==> src/hdl/motor_feedback_kalman_unwrap_assert.svh <==
// Assertion macros for the motor feedback block.
`ifndef MOTOR_FEEDBACK_KALMAN_UNWRAP_ASSERT_SVH
`define MOTOR_FEEDBACK_KALMAN_UNWRAP_ASSERT_SVH
`ifndef NO_ASSERTIONS
`define MFK_ASSERT_IMPL(label, clk, rst_n, prop) \
    label: assert property (@(posedge clk) disable iff (!rst_n) prop) else $error("%m failed");
`define MFK_ASSERT_NEXT(label, clk, rst_n, a, b) \
    label: assert property (@(posedge clk) disable iff (!rst_n) (a) |=> (b)) else $error("%m failed");
`else
`define MFK_ASSERT_IMPL(label, clk, rst_n, prop)
`define MFK_ASSERT_NEXT(label, clk, rst_n, a, b)
`endif
`endif

==> src/hdl/mfk_pkg.sv <==
// ----------------------------------------------------------------------------
// mfk_pkg
// Shared types and constants of the motor feedback Kalman block.
// ----------------------------------------------------------------------------
package mfk_pkg;
    localparam int MotorCount  = 7;
    localparam int FilterCount = 10;
    localparam logic [10:0] IdFirst = 11'h201;
    localparam logic [10:0] IdLast  = 11'h207;
    localparam logic [31:0] VarReset = 32'd25600;

    localparam logic [1:0] CFG_DECIM = 2'd0;
    localparam logic [1:0] CFG_QNOISE = 2'd1;
    localparam logic [1:0] CFG_RNOISE = 2'd2;

    // classified request from the front part
    typedef struct packed {
        logic [2:0]         slot;
        logic               gimbal;
        logic               do_step;
        logic [12:0]        angle;
        logic signed [15:0] speed;
    } t_req;

    typedef enum logic [3:0] {
        S_IDLE, S_SPD_LOAD, S_SPD_DIV, S_SPD_MUL, S_SPD_FIN,
        S_UNWRAP, S_STP_LOAD, S_STP_DIV, S_STP_MUL, S_STP_FIN, S_OUT
    } t_state;
endpackage

==> src/hdl/mfk_front.sv <==
// ----------------------------------------------------------------------------
// mfk_front
// Accept frames, drop unknown ids, run the decimation counters, queue work.
// ----------------------------------------------------------------------------
module mfk_front import mfk_pkg::*; (
    input  logic        i_clk,
    input  logic        i_rst_n,
    input  logic        i_valid,
    output logic        o_ready,
    input  logic [10:0] i_id,
    input  logic [12:0] i_angle,
    input  logic [15:0] i_speed,
    input  logic [7:0]  i_decim,
    output logic        o_q_valid,
    input  logic        i_q_pop,
    output t_req        o_q_data
);
    logic [7:0] r_cnt [5];
    t_req       r_q [2];
    logic       r_wp, r_rp;
    logic [1:0] r_fill;
    logic       w_acc, w_known, w_push;
    logic [2:0] w_slot, w_cidx;
    logic [7:0] w_cnt_inc;
    t_req       w_req;

    assign o_ready   = (r_fill != 2'd2);
    assign w_acc     = i_valid && o_ready;
    assign w_known   = (i_id >= IdFirst) && (i_id <= IdLast);
    assign w_slot    = 3'(i_id - IdFirst);
    assign w_cidx    = (w_slot == 3'd6) ? 3'd4 : w_slot;
    assign w_cnt_inc = r_cnt[w_cidx] + 8'd1;
    assign w_push    = w_acc && w_known;

    // classify the frame
    always_comb begin
        w_req.slot    = w_slot;
        w_req.gimbal  = (w_slot == 3'd4) || (w_slot == 3'd5);
        w_req.do_step = !w_req.gimbal && (w_cnt_inc == i_decim);
        w_req.angle   = i_angle;
        w_req.speed   = i_speed;
    end

    // advance counters and queue
    always_ff @(posedge i_clk) begin
        if (!i_rst_n) begin
            for (int i = 0; i < 5; i++) r_cnt[i] <= '0;
            r_wp <= 1'b0; r_rp <= 1'b0; r_fill <= '0;
        end else begin
            if (w_push) begin
                r_q[r_wp] <= w_req;
                r_wp <= ~r_wp;
                if (!w_req.gimbal) r_cnt[w_cidx] <= w_req.do_step ? 8'd0 : w_cnt_inc;
            end
            if (i_q_pop) r_rp <= ~r_rp;
            r_fill <= r_fill + 2'(w_push) - 2'(i_q_pop);
        end
    end

    assign o_q_valid = (r_fill != 2'd0);
    assign o_q_data  = r_q[r_rp];
endmodule

==> config.mk <==
export PLATFORM = sky130hd
export DESIGN_NAME = mfk_front
export DESIGN_NICKNAME = d
export VERILOG_FILES = /design/src/hdl/motor_feedback_kalman_unwrap_assert.svh /design/src/hdl/mfk_pkg.sv /design/src/hdl/mfk_front.sv
export SDC_FILE = /design/constraint.sdc
export NUM_CORES = 1
export LEC_CHECK = 0
export CAP_MARGIN = 20
export CORE_MARGIN = 1.5
export CORE_UTILIZATION = 40
export CTS_CLUSTER_DIAMETER = 100
export DETAILED_ROUTE_END_ITERATION = 7
export DONT_BUFFER_PORTS = 1
export MAX_ROUTING_LAYER = met4
export PLACE_DENSITY_LB_ADDON = 0.25
export SLEW_MARGIN = 20
export SYNTH_ARGS = -nofsm -noshare
export SYNTH_HDL_FRONTEND = slang
export SYNTH_SLANG_ARGS = --single-unit
export TNS_END_PERCENT = 30
==> constraint.sdc <==
create_clock -name i_clk -period 10.9 [get_ports i_clk]
set_clock_uncertainty 0.15 [all_clocks]
set_input_delay 0.545 -clock i_clk [delete_from_list [all_inputs] [get_ports i_clk]]
set_output_delay 0.545 -clock i_clk [all_outputs]
set_load 0.02 [all_outputs]
==> results of run 1 <==
## kinds of logic after synthesis
family                   share of synthesized area [%]
AND/OR/NAND/NOR                                   8.39
buffers and inverters                             2.86
XOR/XNOR                                          3.00
adder cells (fa/ha/maj)                           1.81
multiplexers                                      12.2
AO/OA/AOI/OAI                                     6.38
flip-flops                                        65.3
## layout make-up
cell class / instances / area, sq um / share of cell area (%)
Sequential cell: 137 / 4060 / 57.6
Multi-Input combinational cell: 252 / 1990 / 28.2
Clock buffer: 19 / 433 / 6.13
Tap cell: 188 / 235 / 3.33
Clock inverter: 13 / 225 / 3.19
Timing Repair Buffer: 9 / 65.1 / 0.922
Inverter: 12 / 47.5 / 0.674
## metrics by stage
step	utilization (%)	setup slack (ns)	area, sq um	instances
global route	46.4	5.99	7060	630
CTS	46.4	6.40	7050	629
detailed placement	42.1	5.95	6390	597
finish	46.4	6.26	7060	630
global placement	42.1	6.09	6390	597
floorplan	-	6.68	6220	424
## sequential cells by signal (all words and copies together) (netlist names), named ones only
signal / count
r_q: 68
r_cnt: 64
r_fill: 2
r_rp: 1
r_wp: 1
## power by group
group          internal (W)  switching (W)
Clock              0.000427       0.000211
Combinational     0.0000459      0.0000879
Sequential         0.000588     0.00000234
Total               0.00106       0.000301
## synth_stat cells (all sizes together) (7+ instances only)
cell type | n | area share [%]
xnor2 | 8 | 1.2
nor4 | 9 | 1.1
xor2 | 7 | 0.99
nor3 | 11 | 0.88
inv | 12 | 0.76
edfxtp | 132 | 64
mux2 | 47 | 8.5
nor2 | 13 | 0.86
a21oi | 37 | 3.0
nand2 | 43 | 2.6
buf | 17 | 1.7
ha | 9 | 1.8
mux4 | 9 | 3.3
## routing by layer
metal / track usage (%) / part of all wire [%] / up-vias
met1: 22.3 / 44 / 1718
met4: 5.55 / 0.92 / 0
li1: - / - / 1631
met5: - / 0 / -
met3: 6.14 / 8.3 / 12
met2: 25.5 / 46 / 155
## worst max path at each step
| stage | startpoint | to | slack, ns | cells past startpoint |
|---|---|---|---|---|
| CTS | i_id[0] | r_cnt[7][7] | 6.40 | 12 |
| global placement | i_id[0] | r_cnt[5][7] | 6.09 | 12 |
| finish | i_id[0] | r_cnt[7][7] | 6.26 | 12 |
| floorplan | i_id[0] | r_cnt[5][7] | 6.68 | 14 |
| detailed placement | i_id[0] | r_cnt[7][7] | 5.95 | 12 |
| global route | i_id[0] | r_cnt[7][7] | 5.99 | 12 |
==> results.json, run 1 <==
{
  "status": "complete, no violations",
  "report.final.hold_viol_count": 0,
  "grt_pass1_wl_microns": 19900,
  "ys_warn_count": 0,
  "cts-hold-fix-buffers": 0,
  "dr.pass1.iters": 5,
  "crit_buf_inv": 3,
  "syn_inst": 424,
  "fin_nets": 490,
  "fp.coreArea_sq_um": 15200,
  "wl_microns": 13200,
  "fmax_mhz": 216,
  "crit_path_max_fanout": 30,
  "min_to": "r_q[0][26]",
  "r2r_end": "r_cnt[7][7]",
  "layout-drive-gt1-share_pct": 24.0,
  "grtUsageTotal_pct": 17.2,
  "postCtsSetupBuffers": 0,
  "drv_slew": 0,
  "cp_common_cell": "ha_1",
  "grt_antenna_before_repair": 0,
  "worstHoldPathType": "input pin to flop",
  "final.setup.tns_ns": 0,
  "arrival_ns": 4.62,
  "num_antenna_cells": 0,
  "ctsHtreeMaxLevel": 4,
  "slowest_stage": "xnor2_1",
  "critPathKind": "input pin to flop",
  "port_buffers": 0,
  "r2r_cells": 9,
  "ys.flop_type": "edfxtp_1",
  "drcViolationCount": 0,
  "slew_headroom_pct": 30.2,
  "peakVddDrop_mv": 0.109,
  "max_cap_viol_count": 0,
  "power_w": 0.00136,
  "grt_max_degree": 44,
  "first_iter_violations": 296,
  "start_util_pct": 40.9,
  "cts_num_sinks": 137,
  "cp-start-kind": "input pin",
  "fillCellCount": 1350,
  "whs_ns": 0.0731,
  "numCtsBuffers": 17,
  "insertion_delay_ns": 0.42,
  "worstReg2RegStart": "r_cnt[0][0]",
  "via_count": 3516,
  "die_x_microns": 128,
  "max_slew.worst_pin.slew_ns": 1.04,
  "netlist_area_sq_um": 6220,
  "critPathMaxStageDelay_ns": 0.80,
  "overflow": 0,
  "setup_violations": 0,
  "clock-root-buffer": "clkbuf_16",
  "synth.distinct_cells": 48,
  "leakage_nw": 2.40,
  "worstPathCellList": "inv_4, ha_1, xnor2_1, inv_2, mux2i_1, inv_1, ha_1, xnor2_2, xor2_1, or4b_1, nor4_4, nor2_1",
  "ant_nets": 0,
  "via_per_inst": 5.58,
  "fin_crit_sh_pct": 42.5,
  "clk_pin_slew_ns": 0.06,
  "grt_pass1_vias": 3460,
  "crit_family": "XOR/XNOR gates",
  "die-area_sq_um": 16300,
  "dieHeight_microns": 128,
  "r2r_setup_slack_ns": 7.08,
  "cts_tree": "built",
  "synth-edff-count": 132,
  "ys_ff_latch": 137,
  "cts.repair.resized": 0,
  "yosysSeqAreaShare_pct": 65.3,
  "rsz0062_at_grt": "no",
  "min_from": "i_angle[10]",
  "cts_buffer_depth": 2,
  "fp-row-count": 45,
  "dp_hpwl_microns": 8940,
  "ys_async_sr_fraction_pct": 0,
  "required_ns": 10.88,
  "final_cell_mix": "132 x edfxtp_1, 47 x mux2_2, 43 x nand2_1, 37 x a21oi_1, 17 x clkbuf_16",
  "wl_per_cell_microns": 21.0,
  "ios": 88,
  "worst_setup_path_end_kind": "flop",
  "postSynthAreaPerCell_sq_um": 14.7,
  "gp_congestion": 0.869,
  "period_needed_ns": 4.64,
  "powerDensity_nw_per_um2": 193,
  "synthToLayoutAreaGrowth_pct": 13.5,
  "hold_depth": 0,
  "syn_nets": 485,
  "layout_commonest_cell": "edfxtp_1"
}
(Power assumes the default switching activity.)
==> run 2: changes to the inputs <==
==> constraint.sdc (replaced) <==
create_clock -name i_clk -period 3.9 [get_ports i_clk]
set_clock_uncertainty 0.15 [all_clocks]
set_input_delay 0.195 -clock i_clk [delete_from_list [all_inputs] [get_ports i_clk]]
set_output_delay 0.195 -clock i_clk [all_outputs]
set_load 0.02 [all_outputs]
==> results.json, run 2 (synthesized netlist as in run 1, its figures left out) <==
{
  "numCtsBuffers": 17,
  "crit_family": "simple AND/OR/NAND/NOR gates",
  "dieHeight_microns": 128,
  "grt_pass1_vias": 3718,
  "required_ns": 3.88,
  "dp_hpwl_microns": 9040,
  "arrival_ns": 3.39,
  "layout_commonest_cell": "edfxtp_1",
  "status": "complete, no violations",
  "largest_reg_flops": 68,
  "cp-start-kind": "input pin",
  "first_iter_violations": 226,
  "multi_input_area_sq_um": 2000,
  "rsz0062_at_grt": "no",
  "clk_pin_slew_ns": 0.06,
  "fin_nets": 543,
  "cts_buffer_depth": 2,
  "setup_violations": 0,
  "final.setup.tns_ns": 0,
  "insertion_delay_ns": 0.42,
  "top_regs": "r_q (68), r_cnt (64), r_fill (2)",
  "wl_per_cell_microns": 20.3,
  "start_util_pct": 40.9,
  "via_count": 3722,
  "cts_num_sinks": 137,
  "peakVddDrop_mv": 0.322,
  "worst_setup_path_end_kind": "flop",
  "cts_tree": "built",
  "clock-root-buffer": "clkbuf_16",
  "overflow": 0,
  "drv_slew": 0,
  "period_needed_ns": 3.41,
  "fp.coreArea_sq_um": 15200,
  "critPathKind": "input pin to flop",
  "crit_buf_inv": 4,
  "via_per_inst": 5.45,
  "regMostFlops": "r_q",
  "drcViolationCount": 0,
  "max_slew.worst_pin.slew_ns": 0.977,
  "slowest_stage": "or4b_4",
  "ios": 88,
  "powerDensity_nw_per_um2": 498,
  "fillCellCount": 1295,
  "dr.pass1.iters": 5,
  "whs_ns": 0.0320,
  "worstHoldPathType": "input pin to flop",
  "ant_nets": 0,
  "gp_congestion": 0.844,
  "max_cap_viol_count": 0,
  "ctsHtreeMaxLevel": 4,
  "fin_crit_sh_pct": 87.5,
  "fp-row-count": 45,
  "leakage_nw": 2.63,
  "die_x_microns": 128,
  "grtUsageTotal_pct": 18.1,
  "seq_area_sq_um": 4060,
  "cp_common_cell": "ha_1",
  "crit_path_max_fanout": 30,
  "grt_antenna_before_repair": 0,
  "fmax_mhz": 293,
  "power_w": 0.00376,
  "place_inst": 614,
  "port_buffers": 0,
  "final_cell_mix": "132 x edfxtp_1, 47 x mux2_2, 43 x nand2_1, 37 x a21oi_1, 35 x dlygate4sd3_1",
  "die-area_sq_um": 16300,
  "worstPathCellList": "dlymetal6s4s_1, inv_4, ha_1, nor2_4, mux4_2, a222oi_1, inv_1, ha_1, xnor2_2, xor2_1, or4b_4, nor4_4, buf_4, nor2_1",
  "report.final.hold_viol_count": 0,
  "num_antenna_cells": 0,
  "synthToLayoutAreaGrowth_pct": 21.2,
  "grt_pass1_wl_microns": 21000,
  "layoutNonFillerInstCount": 683,
  "grt_max_degree": 44,
  "slew_headroom_pct": 34.7,
  "layout-drive-gt1-share_pct": 25.3,
  "wl_microns": 13800,
  "critPathMaxStageDelay_ns": 0.51
}
## run 2: cell count changes in the layout (fill, tap and decap cells not counted), sizes merged
cell,before,now
clkinv,4,8
bufinv,6,4
buf,8,26
clkbuf,20,18
clkinvlp,3,2
dlygate4sd3,0,35
dlymetal6s4s,0,1
## run 2: path summary, 6_finish.rpt
check                   start  slack (ns)  depth (start not counted)           to
hold reg to reg     r_fill[0]        0.45                          2    r_fill[0]
setup reg to reg  r_cnt[7][1]        0.56                         10  r_cnt[7][7]
hold / removal        i_id[0]        0.03                          2  r_cnt[5][1]
setup / recovery      i_id[0]        0.49                         14  r_cnt[7][7]
## run 2: routing by layer
metal / share of wire [%] / track usage [%]
met5: 0 / -
met4: 1.7 / 6.87
met3: 6.4 / 5.43
met2: 48 / 28.1
met1: 44 / 22.4
## run 2: final cells by class
| cell class | instances | share of cell area, % |
|---|---|---|
| well taps | 188 | 3.12 |
| repair buffers | 62 | 7.73 |
| multi-input cells | 252 | 26.5 |
| flip-flops and latches | 137 | 53.9 |
| inverters | 12 | 0.631 |
| clock buffers | 18 | 5.69 |
| clock inverters | 14 | 2.39 |
## run 2: power by group
group	switching [W]	internal, W	total [W]
logic	0.000268	0.000190	0.000458
registers	0.00000733	0.00164	0.00165
clock network	0.000587	0.00106	0.00165
total	0.000862	0.00289	0.00376
## run 2: stage by stage
step	worst slack [ns]	instance area (sq um)	util, %
after floorplan	0.0334	6220	-
after global placement	0.289	6550	43.1
after detailed placement	0.222	6550	43.1
after CTS	0.0322	7510	49.4
after global routing	0.317	7540	49.6
final	0.488	7540	49.6
## run 2: timing repair
action                                  CTS  global route
gates resized for setup                   0             4
buffers inserted                          0             1
hold endpoints to repair                 66             2
endpoints found under the setup margin    0            44
hold buffers                             35             1
